[config.mk]
export PLATFORM = sky130hd
export DESIGN_NAME = calibrated_moving_average_reporter_core_flat
export DESIGN_NICKNAME = d
export VERILOG_FILES = /design/src/hdl/cmar_pkg.sv /design/src/hdl/cmar_tick_if.sv /design/src/hdl/cmar_report_if.sv /design/src/hdl/cmar_calib.sv /design/src/hdl/calibrated_moving_average_reporter_core.sv /design/src/flat_wrapper.sv
export SDC_FILE = /design/constraint.sdc
export NUM_CORES = 2
export LEC_CHECK = 0
export BUFFER_PORTS_ARGS = -buffer_cell sky130_fd_sc_hd__buf_2
export CORE_UTILIZATION = 50
export DETAILED_ROUTE_END_ITERATION = 12
export GPL_ROUTABILITY_DRIVEN = 1
export PLACE_DENSITY = 0.66
export SETUP_SLACK_MARGIN = 0.5
export SLEW_MARGIN = 0
export SYNTH_ARGS = -nofsm -noshare
export SYNTH_HDL_FRONTEND = slang
export SYNTH_HIERARCHICAL = 1
export SYNTH_SLANG_ARGS = --single-unit
[constraint.sdc]
create_clock -name clk -period 35.7 [get_ports clk]
set_input_delay 5.355 -clock clk [delete_from_list [all_inputs] [get_ports clk]]
set_output_delay 5.355 -clock clk [all_outputs]
set_load 0.02 [all_outputs]
[src/hdl/cmar_pkg.sv]
package cmar_pkg;

  // Field widths of the channels and of the settings registers.
  localparam int RAW_W  = 10;
  localparam int GAIN_W = 24;
  localparam int OFF_W  = 32;
  localparam int INTV_W = 16;
  localparam int AVG_W  = 32;
  localparam int CFG_W  = 32;

  // Settings register map.
  typedef enum logic [1:0] {
    CFG_GAIN     = 2'd0,
    CFG_OFFSET   = 2'd1,
    CFG_INTERVAL = 2'd2,
    CFG_ENABLE   = 2'd3
  } cfg_index_t;

  // Values the settings take at reset.
  localparam logic signed [GAIN_W-1:0] GAIN_RESET     = 24'sd65536;
  localparam logic signed [OFF_W-1:0]  OFFSET_RESET   = 32'sd0;
  localparam logic [INTV_W-1:0]        INTERVAL_RESET = 16'd250;
  localparam logic                     ENABLE_RESET   = 1'b1;

  // Calibration settings as the scaling pipeline captures them.
  typedef struct packed {
    logic signed [GAIN_W-1:0] gain;
    logic signed [OFF_W-1:0]  offset;
  } cal_t;

endpackage

[src/hdl/cmar_tick_if.sv]
interface cmar_tick_if;
  logic                         valid;
  logic                         ready;
  logic [cmar_pkg::RAW_W-1:0]   raw_sample;

  modport source (output valid, output raw_sample, input ready);
  modport sink (input valid, input raw_sample, output ready);
endinterface

[src/hdl/cmar_report_if.sv]
interface cmar_report_if;
  logic                              valid;
  logic                              ready;
  logic signed [cmar_pkg::AVG_W-1:0] average;

  modport source (output valid, output average, input ready);
  modport sink (input valid, input average, output ready);
endinterface

[src/hdl/cmar_calib.sv]
// Scaling pipeline: |sum * gain| / WINDOW with truncation toward zero, sign restored,
// offset added and the result clamped to 32 bits. The division by WINDOW is a
// multiplication by a rounded-up reciprocal, split into four partial products.
module cmar_calib #(
  parameter int WINDOW = 16
) (
  input  logic                                   clk,
  input  logic                                   rst,
  input  logic                                   adv,
  input  logic                                   in_valid,
  input  logic [$clog2(WINDOW*1023+1)-1:0]       sum,
  input  cmar_pkg::cal_t                         cal,
  output logic                                   out_valid,
  output logic signed [cmar_pkg::AVG_W-1:0]      average
);

  localparam int IDX_W = $clog2(WINDOW);
  localparam int SUM_W = $clog2(WINDOW*1023+1);
  localparam int PW    = SUM_W + cmar_pkg::GAIN_W;
  localparam int N     = SUM_W + cmar_pkg::GAIN_W - 1;
  localparam int H     = (N + 1) / 2;
  localparam int TW    = 2 * N + 1;
  localparam int Q_W   = N + 1 - IDX_W;
  localparam int VW    = Q_W + 2;
  localparam logic [63:0] RECIP64 =
    ((64'd1 << (N + IDX_W)) + 64'(WINDOW) - 64'd1) / 64'(WINDOW);
  localparam logic [N:0] RECIP = RECIP64[N:0];
  localparam logic [H-1:0]   RECIP_LO = RECIP[H-1:0];
  localparam logic [N-H:0]   RECIP_HI = RECIP[N:H];
  localparam logic signed [VW-1:0] AVG_MAX = VW'(32'sh7FFF_FFFF);
  localparam logic signed [VW-1:0] AVG_MIN = VW'(32'sh8000_0000);

  // Stage 1: captured operands.
  logic                                v1;
  logic [SUM_W-1:0]                    sum1;
  logic [cmar_pkg::GAIN_W-1:0]         gabs1;
  logic                                neg1;
  logic signed [cmar_pkg::OFF_W-1:0]   off1;
  // Stage 2: product magnitude.
  logic                                v2;
  logic [N-1:0]                        mag2;
  logic                                neg2;
  logic signed [cmar_pkg::OFF_W-1:0]   off2;
  // Stage 3: partial products of the reciprocal multiplication.
  logic                                v3;
  logic [2*N-2*H:0]                    hh3;
  logic [N-1:0]                        hl3;
  logic [N:0]                          lh3;
  logic [2*H-1:0]                      ll3;
  logic                                neg3;
  logic signed [cmar_pkg::OFF_W-1:0]   off3;
  // Stage 4: quotient.
  logic                                v4;
  logic [Q_W-1:0]                      q4;
  logic                                neg4;
  logic signed [cmar_pkg::OFF_W-1:0]   off4;

  logic [cmar_pkg::GAIN_W-1:0]         gabs;
  logic [PW-1:0]                       prod;
  logic [N+1:0]                        mid;
  logic [TW-1:0]                       total;
  logic signed [Q_W:0]                 sq;
  logic signed [VW-1:0]                val;
  logic signed [cmar_pkg::AVG_W-1:0]   sat;

  always_comb begin
    gabs  = cal.gain[cmar_pkg::GAIN_W-1] ? (~cal.gain + 1'b1) : cal.gain;
    prod  = PW'(sum1) * PW'(gabs1);
    mid   = (N+2)'(hl3) + (N+2)'(lh3);
    total = {hh3, ll3} + (TW'(mid) << H);
    sq    = neg4 ? -$signed({1'b0, q4}) : $signed({1'b0, q4});
    val   = VW'(sq) + VW'(off4);
    if (val > AVG_MAX) begin
      sat = AVG_MAX[cmar_pkg::AVG_W-1:0];
    end else if (val < AVG_MIN) begin
      sat = AVG_MIN[cmar_pkg::AVG_W-1:0];
    end else begin
      sat = val[cmar_pkg::AVG_W-1:0];
    end
  end

  always_ff @(posedge clk) begin
    if (rst) begin
      v1        <= 1'b0;
      v2        <= 1'b0;
      v3        <= 1'b0;
      v4        <= 1'b0;
      out_valid <= 1'b0;
    end else if (adv) begin
      v1        <= in_valid;
      v2        <= v1;
      v3        <= v2;
      v4        <= v3;
      out_valid <= v4;
    end
  end

  always_ff @(posedge clk) begin
    if (adv) begin
      sum1    <= sum;
      gabs1   <= gabs;
      neg1    <= cal.gain[cmar_pkg::GAIN_W-1];
      off1    <= cal.offset;

      mag2    <= prod[N-1:0];
      neg2    <= neg1;
      off2    <= off1;

      hh3     <= mag2[N-1:H] * RECIP_HI;
      hl3     <= mag2[N-1:H] * RECIP_LO;
      lh3     <= mag2[H-1:0] * RECIP_HI;
      ll3     <= mag2[H-1:0] * RECIP_LO;
      neg3    <= neg2;
      off3    <= off2;

      q4      <= total[TW-1 -: Q_W];
      neg4    <= neg3;
      off4    <= off3;

      average <= sat;
    end
  end

`ifndef SYNTHESIS
  a_out_from_stage4: assert property (@(posedge clk) disable iff (rst)
    $rose(out_valid) |-> $past(v4))
    else $error("result appeared without a quotient in the last stage");

  a_hold_on_stall: assert property (@(posedge clk) disable iff (rst)
    !adv |=> $stable(q4) && $stable(mag2) && $stable(average))
    else $error("scaling pipeline moved while stalled");
`endif

endmodule

[src/hdl/calibrated_moving_average_reporter_core.sv]
// Calibrated moving-average reporter.
// The tick channel carries one 10-bit ADC sample per transaction. The block keeps a
// boxcar window of WINDOW samples; every second tick shifts the sample in. Every
// report_interval ticks, and only while report_enable is set, the report channel
// delivers one transaction: (window sum * gain) / WINDOW + offset in signed Q16.16,
// clamped to 32 bits, taken from the window as it stood before that tick's shift.
// The settings port (cfg_write, cfg_index, cfg_data) writes gain, offset,
// report_interval and report_enable; write them only while no report is in flight.
// Throughput is one tick per cycle while reports are not stalled. After its tick is
// accepted, a report passes through one capture stage, the sum-times-gain multiplier,
// the partial products of the reciprocal that divides by WINDOW, the quotient add, and
// the offset/clamp stage feeding the output register.
// Reset (rst, synchronous) clears the counters, empties the pipeline and restores
// the settings to their defaults; the first tick after reset fills the whole window
// with its own sample. While the receiver holds report.ready low with a report
// waiting, the whole pipeline freezes and tick.ready stays low.
module calibrated_moving_average_reporter_core #(
  parameter int WINDOW = 16
) (
  input  logic                             clk,
  input  logic                             rst,
  input  logic                             cfg_write,
  input  cmar_pkg::cfg_index_t             cfg_index,
  input  logic [cmar_pkg::CFG_W-1:0]       cfg_data,
  cmar_tick_if.sink                        tick,
  cmar_report_if.source                    report
);

  localparam int SUM_W = $clog2(WINDOW*1023+1);
  localparam logic [SUM_W-1:0] WIN_K = SUM_W'(WINDOW);

  // Settings registers.
  logic signed [cmar_pkg::GAIN_W-1:0] gain;
  logic signed [cmar_pkg::OFF_W-1:0]  offset;
  logic [cmar_pkg::INTV_W-1:0]        report_interval;
  logic                               report_enable;

  // Filter state. The window and its sum are only read after the first tick has
  // filled them, so they carry no reset.
  logic [cmar_pkg::RAW_W-1:0]         win [WINDOW];
  logic [SUM_W-1:0]                   sum;
  logic [cmar_pkg::INTV_W-1:0]        report_count;
  logic                               phase;
  logic                               primed;

  logic [cmar_pkg::RAW_W-1:0]         base_win [WINDOW];
  logic [SUM_W-1:0]                   base_sum;
  logic [SUM_W-1:0]                   shift_sum;
  logic [cmar_pkg::INTV_W-1:0]        count_inc;
  logic [cmar_pkg::INTV_W-1:0]        report_count_next;
  logic                               hit;
  logic                               accept;
  logic                               adv;
  logic                               emit;
  cmar_pkg::cal_t                     cal;

  // The whole pipeline moves whenever the output register is empty or being taken.
  assign adv        = !report.valid || report.ready;
  assign tick.ready = adv;
  assign accept     = tick.valid && tick.ready;

  // Before the first tick the window behaves as if it were full of this sample.
  always_comb begin
    for (int i = 0; i < WINDOW; i++) begin
      base_win[i] = primed ? win[i] : tick.raw_sample;
    end
    base_sum  = primed ? sum : SUM_W'(tick.raw_sample) * WIN_K;
    shift_sum = base_sum - SUM_W'(base_win[0]) + SUM_W'(tick.raw_sample);
    count_inc = report_count + 1'b1;
    hit       = count_inc >= report_interval;
    report_count_next = hit ? (count_inc - report_interval) : count_inc;
    emit      = accept && hit && report_enable;
    cal.gain   = gain;
    cal.offset = offset;
  end

  always_ff @(posedge clk) begin
    if (rst) begin
      gain            <= cmar_pkg::GAIN_RESET;
      offset          <= cmar_pkg::OFFSET_RESET;
      report_interval <= cmar_pkg::INTERVAL_RESET;
      report_enable   <= cmar_pkg::ENABLE_RESET;
    end else if (cfg_write) begin
      unique case (cfg_index)
        cmar_pkg::CFG_GAIN:     gain            <= cfg_data[cmar_pkg::GAIN_W-1:0];
        cmar_pkg::CFG_OFFSET:   offset          <= cfg_data[cmar_pkg::OFF_W-1:0];
        cmar_pkg::CFG_INTERVAL: report_interval <= cfg_data[cmar_pkg::INTV_W-1:0];
        cmar_pkg::CFG_ENABLE:   report_enable   <= cfg_data[0];
      endcase
    end
  end

  // Counters. The sample counter only ever holds zero or one, so it is a phase bit:
  // the sample enters the window on every tick that finds the phase set.
  always_ff @(posedge clk) begin
    if (rst) begin
      report_count <= '0;
      phase        <= 1'b0;
      primed       <= 1'b0;
    end else if (accept) begin
      report_count <= report_count_next;
      phase        <= ~phase;
      primed       <= 1'b1;
    end
  end

  always_ff @(posedge clk) begin
    if (accept) begin
      if (phase) begin
        for (int i = 0; i < WINDOW - 1; i++) begin
          win[i] <= base_win[i+1];
        end
        win[WINDOW-1] <= tick.raw_sample;
        sum           <= shift_sum;
      end else begin
        for (int i = 0; i < WINDOW; i++) begin
          win[i] <= base_win[i];
        end
        sum <= base_sum;
      end
    end
  end

  // The report uses the sum from before this tick's shift.
  cmar_calib #(
    .WINDOW (WINDOW)
  ) u_calib (
    .clk       (clk),
    .rst       (rst),
    .adv       (adv),
    .in_valid  (emit),
    .sum       (base_sum),
    .cal       (cal),
    .out_valid (report.valid),
    .average   (report.average)
  );

`ifndef SYNTHESIS
  a_phase_toggles: assert property (@(posedge clk) disable iff (rst)
    accept |=> phase != $past(phase))
    else $error("sample phase did not advance on an accepted tick");

  a_unprimed_idle: assert property (@(posedge clk) disable iff (rst)
    !primed |-> report_count == '0 && !phase)
    else $error("counters moved before the first tick");

  a_stall_blocks_input: assert property (@(posedge clk) disable iff (rst)
    report.valid && !report.ready |-> !tick.ready)
    else $error("tick taken while a report is stalled");
`endif

endmodule
[src/flat_wrapper.sv]
// flat-port wrapper written by rule: the top's interface ports become plain ports
module calibrated_moving_average_reporter_core_flat 
#(
  parameter int WINDOW = 16
)
  (clk, rst, cfg_write, cfg_index, cfg_data, tick_valid, tick_raw_sample, tick_ready, report_valid, report_average, report_ready);
  cmar_tick_if tick_i ();
  cmar_report_if report_i ();
  input  logic clk;
  input  logic rst;
  input  logic cfg_write;
  input  cmar_pkg::cfg_index_t cfg_index;
  input  logic [cmar_pkg::CFG_W-1:0] cfg_data;
  input wire logic [$bits(tick_i.valid)-1:0] tick_valid;
  input wire logic [$bits(tick_i.raw_sample)-1:0] tick_raw_sample;
  output wire logic [$bits(tick_i.ready)-1:0] tick_ready;
  output wire logic [$bits(report_i.valid)-1:0] report_valid;
  output wire logic [$bits(report_i.average)-1:0] report_average;
  input wire logic [$bits(report_i.ready)-1:0] report_ready;
  assign tick_i.valid = tick_valid;
  assign tick_i.raw_sample = tick_raw_sample;
  assign tick_ready = tick_i.ready;
  assign report_valid = report_i.valid;
  assign report_average = report_i.average;
  assign report_i.ready = report_ready;
  calibrated_moving_average_reporter_core #(.WINDOW(WINDOW)) u_core (.clk(clk), .rst(rst), .cfg_write(cfg_write), .cfg_index(cfg_index), .cfg_data(cfg_data), .tick(tick_i), .report(report_i));
endmodule
## Word-level counts from Yosys, hierarchy flattened

Memory sizes are Yosys's and may differ from the RTL's.
Index checks and enable logic that the tools add are counted.

| word-level totals | value |
|---|---|
| bits of input ports | 49 |
| memories | 1 |
| output and inout port bits | 34 |
| word-level logic and storage cells | 117 |
| register bits | 420 |
| RAM bits | 160 |

Memory list:

| memory | depth | bits a word | read ports | clocked after Yosys merged registers in | wr ports | RTL line | RTL |
|---|---|---|---|---|---|---|---|
| u_core.win | 16 | 10 | 16 | 0 | 16 | calibrated_moving_average_reporter_core.sv:40 | `logic [cmar_pkg::RAW_W-1:0] win [WINDOW];` |

| cells by class | value |
|---|---|
| mux-type cells | 44 |
| bitwise logic cells | 18 |
| reduce and logical (&&, ||, !) cells | 10 |
| equality and inequality tests | 3 |
| multiply operators | 1 |
| add/subtract/negate cells | 8 |
| $lt $le $gt $ge | 3 |

Operators by type and width:

| operator | number |
|---|---|
| two-way mux 10 bit | 32 |
| adder 74 x 56 -> 75 bit | 1 |
| multiplier 14 x 24 -> 37 bit | 1 |
| adder 35 x 32 -> 36 bit | 1 |
| > comparator 36 x 32 -> 1 bit (second input constant) | 1 |
| < comparator 36 x 32 -> 1 bit (second input constant) | 1 |
| two-way mux 35 bit | 1 |
| negation 34 -> 35 bit | 1 |
| two-way mux 32 bit | 1 |
| two-way mux 14 bit | 2 |
| adder 24 x 1 -> 24 bit (second input constant) | 1 |
| NOT 24 bit | 1 |
| two-way mux 23 bit | 1 |
| adder 16 x 1 -> 16 bit (second input constant) | 1 |
| greater-or-equal comparator 16 bit | 1 |
| two-way mux 16 bit | 1 |
| OR 1 bit | 16 |
| subtractor 16 bit | 1 |
| adder 14 x 10 -> 14 bit | 1 |
| subtractor 14 x 10 -> 14 bit | 1 |
| AND reduction 2 bit | 4 |
| two-way mux 1 bit | 6 |
| equality test 2 bit (second input constant) | 2 |
| logical AND 1 bit | 3 |
| other kinds (5) | 5 |

## Depth between registers and ports, before layout

| depth | value |
|---|---|
| word-level depth | 6 |
| gate-level depth with buffers | 24 |
| mapped depth without buffers | 23 |

## Hierarchy

The synthesis kept the hierarchy.

Modules (own cells, without submodules):

| module | cells each | sequential area each (um^2) | area each (um^2) | times used |
|---|---|---|---|---|
| cmar_calib | 2,026 | 9,138.8 | 23,040.8 | 1 |
| calibrated_moving_average_reporter_core | 1,522 | 7,046.8 | 13,490.4 | 1 |

## Least setup slack after synthesis

OpenSTA, ideal clock, no wires.

| timing | value |
|---|---|
| path type | input to output |
| start | input report_ready |
| end | output tick_ready |
| path buffers | 0 |
| required time | 30.345 ns |
| arrival | 12.720 ns |
| stages | 1 |
| setup slack | 17.625 ns |
| path through | nand2b_1 |

| on the way | value |
|---|---|
| word-level cells in the longest chain between the ends | 1 |

RTL lines:

| item | RTL line | RTL |
|---|---|---|
| from (decl) | flat_wrapper.sv:19 | `input wire logic [$bits(report_i.ready)-1:0] report_ready;` |
| logical OR 1 bit | calibrated_moving_average_reporter_core.sv:58 | `assign adv = !report.valid \|\| report.ready;` |
| to (decl) | flat_wrapper.sv:16 | `output wire logic [$bits(tick_i.ready)-1:0] tick_ready;` |

Every way passes these cells.

## Worst setup path after layout

Ends and elaborated chain as after synthesis.

==> reports/metrics.yaml <==
clock_network:
  numCtsBuffers: 60
  cts_root_buf: "clkbuf_16"
  cts_buffer_depth: 3
  holdBufCountCts: 0
  cts_sinks: 571
  cts.clk_slew.worst_paths_ns: 0.06
  insertion_delay_ns: 0.63
  cts_resized: 0
  cts_tree: "done"
  postCtsSetupBuffers: 0
  htreeDepth: 2
placed_design:
  hpwl_mm: 53.4
  gp_congestion: 0.894
  port_buffers: 82
  dp.cells: 4414
global_routing:
  grt-ovfl-total: 0
  track_usage_pct: 20.9
  grt_pass1_wl_mm: 126
  grt_pass1_vias: 24500
  grt_max_degree: 102
  antenna_found_initial: 4
floorplan:
  initial_core_util_pct: 50.8
  die_area_sq_um: 74100
  die-width_um: 272
  row_count: 98
  coreArea_sq_um: 71900
  io_pins: 83
  die_y_um: 272
drt:
  wl_mm: 76.4
  wl_per_cell_um: 16.9
  num_vias: 24700
  drt_iter0_markers: 1612
  drc: 0
  detail_route.first_pass.iterations: 5
  via_per_inst: 5.45
  drtAntennaViolNets: 0
synthesis:
  avgSynthCellArea_sq_um: 10.3
  yosys.area.top_type_share_pct: 39.0
  synth-main-ff-cell: "edfxtp_1"
  netlist_top_cells_count: "774 x nand2_1, 475 x edfxtp_1, 375 x inv_1, 271 x fa_1, 170 x a31oi_1"
  yosysMostFrequentCell: "nand2_1"
  synth-seq-cells: 571
  ys_top_cells_by_area: "edfxtp_1 39%, fa_1 15%, nand2_1 8.0%"
  synth_cell_types: 86
  yosysTopAreaCell: "edfxtp_1"
  ys_async_sr_fraction_pct: 0
  synthesis.area_sq_um: 36500
  yosys_warnings: 6
  synth_seq_area_share_pct: 44.3
  synth_edf_count: 475
  syn_nets: 4032
  netlist_instances: 3548
timing:
  clock.fmax_ghz: 0.0862
  setup_violations: 0
  finalHoldViolCount: 0
  worstMarginPinSlew_ns: 1.18
  rsz0062_at_grt: "no"
  finalSetupTns_ns: 0
  relSlewSlack_pct: 21.2
  report.final.slew_viol_count: 0
  fin_skew_ns: 0.0428
  fin_crit_ns: 11.60
  fin_hold_ws_ns: 0.385
  period_share_pct: 32.5
setup_path:
  critPathArrivalTime_ns: 6.24
  worstPathRequired_ns: 30.34
  worstSetupPathType: "input port to output pin"
  worst-path-max-fanout: 47
  worstSetupEndpointType: "output pin"
  start_kind: "input port"
final_layout:
  multi_input_area_sq_um: 18200
  antenna_cells: 0
  syn2layout_area_growth_pct: 8.55
  utilization_pct: 55.2
  seqCellArea_sq_um: 16200
  fill_cells: 6323
  finalNonFillerCells: 4527
  layout-drive-gt1-share_pct: 6.91
  nets: 4010
outcome:
  status: "complete, no violations"
pwr:
  power_mw: 2.18
  power.density_nw_per_um2: 54.9
  peakVddDrop_mv: 0.0440
  p_leak_nw: 16.9
run:
  drv_cap: 0
hold_path:
  hold_path_class: "register to register"
cell usage in the layout (no fill, tap or decap), types with 84 or more instances in the layout:
master / n
fa_1: 271
dfxtp_1: 95
inv_1: 374
nand2_1: 772
and2_1: 142
ha_1: 164
a31oi_1: 170
edfxtp_1: 475
o21ai_0: 96
xnor2_1: 110
a21oi_1: 155
nor2_1: 84
logic make-up after synthesis:
kind of cell	share of synthesized area (%)
compound gates	11.0
xor+xnor	3.33
fa+ha+maj	20.5
buf+inv	5.96
flops	44.3
mux	0.497
simple gates	14.4
metrics by stage:
step / setup WS (ns) / cell area, sq um
after floorplan: 17.62 / 36500
after global placement: 24.09 / 37600
after detailed placement: 24.09 / 37600
after CTS: 24.09 / 39700
after global routing: 24.03 / 39700
final: 24.10 / 39700
layer usage:
metal	global-route usage, %	vias up	share of wire [%]
li1	-	12000	-
met1	28.4	12000	45
met2	34.7	562	48
met3	3.11	120	4.8
met4	5.91	8	2.3
met5	0	-	0.060
area by class of cell:
cell class,count,share of cell area (%)
inverters,375,3.56
well taps,950,3.00
clock inverters,36,1.21
flip-flops and latches,571,40.8
repair buffers,102,1.41
multi-input cells,2416,45.9
clock buffers,77,4.06
where the power goes:
part	total (mW)	internal, mW	leakage, nW	switching (mW)
sequential	0.917	0.847	5.98	0.0700
combinational	0.605	0.237	9.87	0.368
clock	0.654	0.393	1.02	0.262
worst paths after layout:
kind                                startpoint  slack [ns]                           endpoint  cells past startpoint
min reg2reg  u_core/u_calib/off2[20]$_DFFE_PP_        0.39  u_core/u_calib/off3[20]$_DFFE_PP_                      0
min          u_core/u_calib/off2[20]$_DFFE_PP_        0.39  u_core/u_calib/off3[20]$_DFFE_PP_                      0
max reg2reg  u_core/u_calib/sum1[10]$_DFFE_PP_       28.52  u_core/u_calib/mag2[36]$_DFFE_PP_                     20
max                               report_ready       24.10                         tick_ready                      3
flip-flops by register name, summed over array words and instances, names as in the netlist, 14 cells and up:
register,flops
u_core/report_interval,16
u_core/offset,32
u_core/win,160
u_core/u_calib/off2,32
u_core/u_calib/hh3,18
u_core/u_calib/off1,32
u_core/u_calib/q4,33
u_core/gain,24
u_core/report_count,16
u_core/u_calib/off3,32
u_core/u_calib/off4,32
u_core/sum,14
u_core/u_calib/sum1,14
u_core/u_calib/gabs1,24
u_core/u_calib/average,32
u_core/u_calib/mag2,33
u_core/u_calib/lh3,15
worst max-delay path, cell delays in order:
cell and delay (ns):
buf_2 0.08, nand2b_4 0.52, buf_2 0.28
No activity file was read; power rests on OpenSTA's default activity.
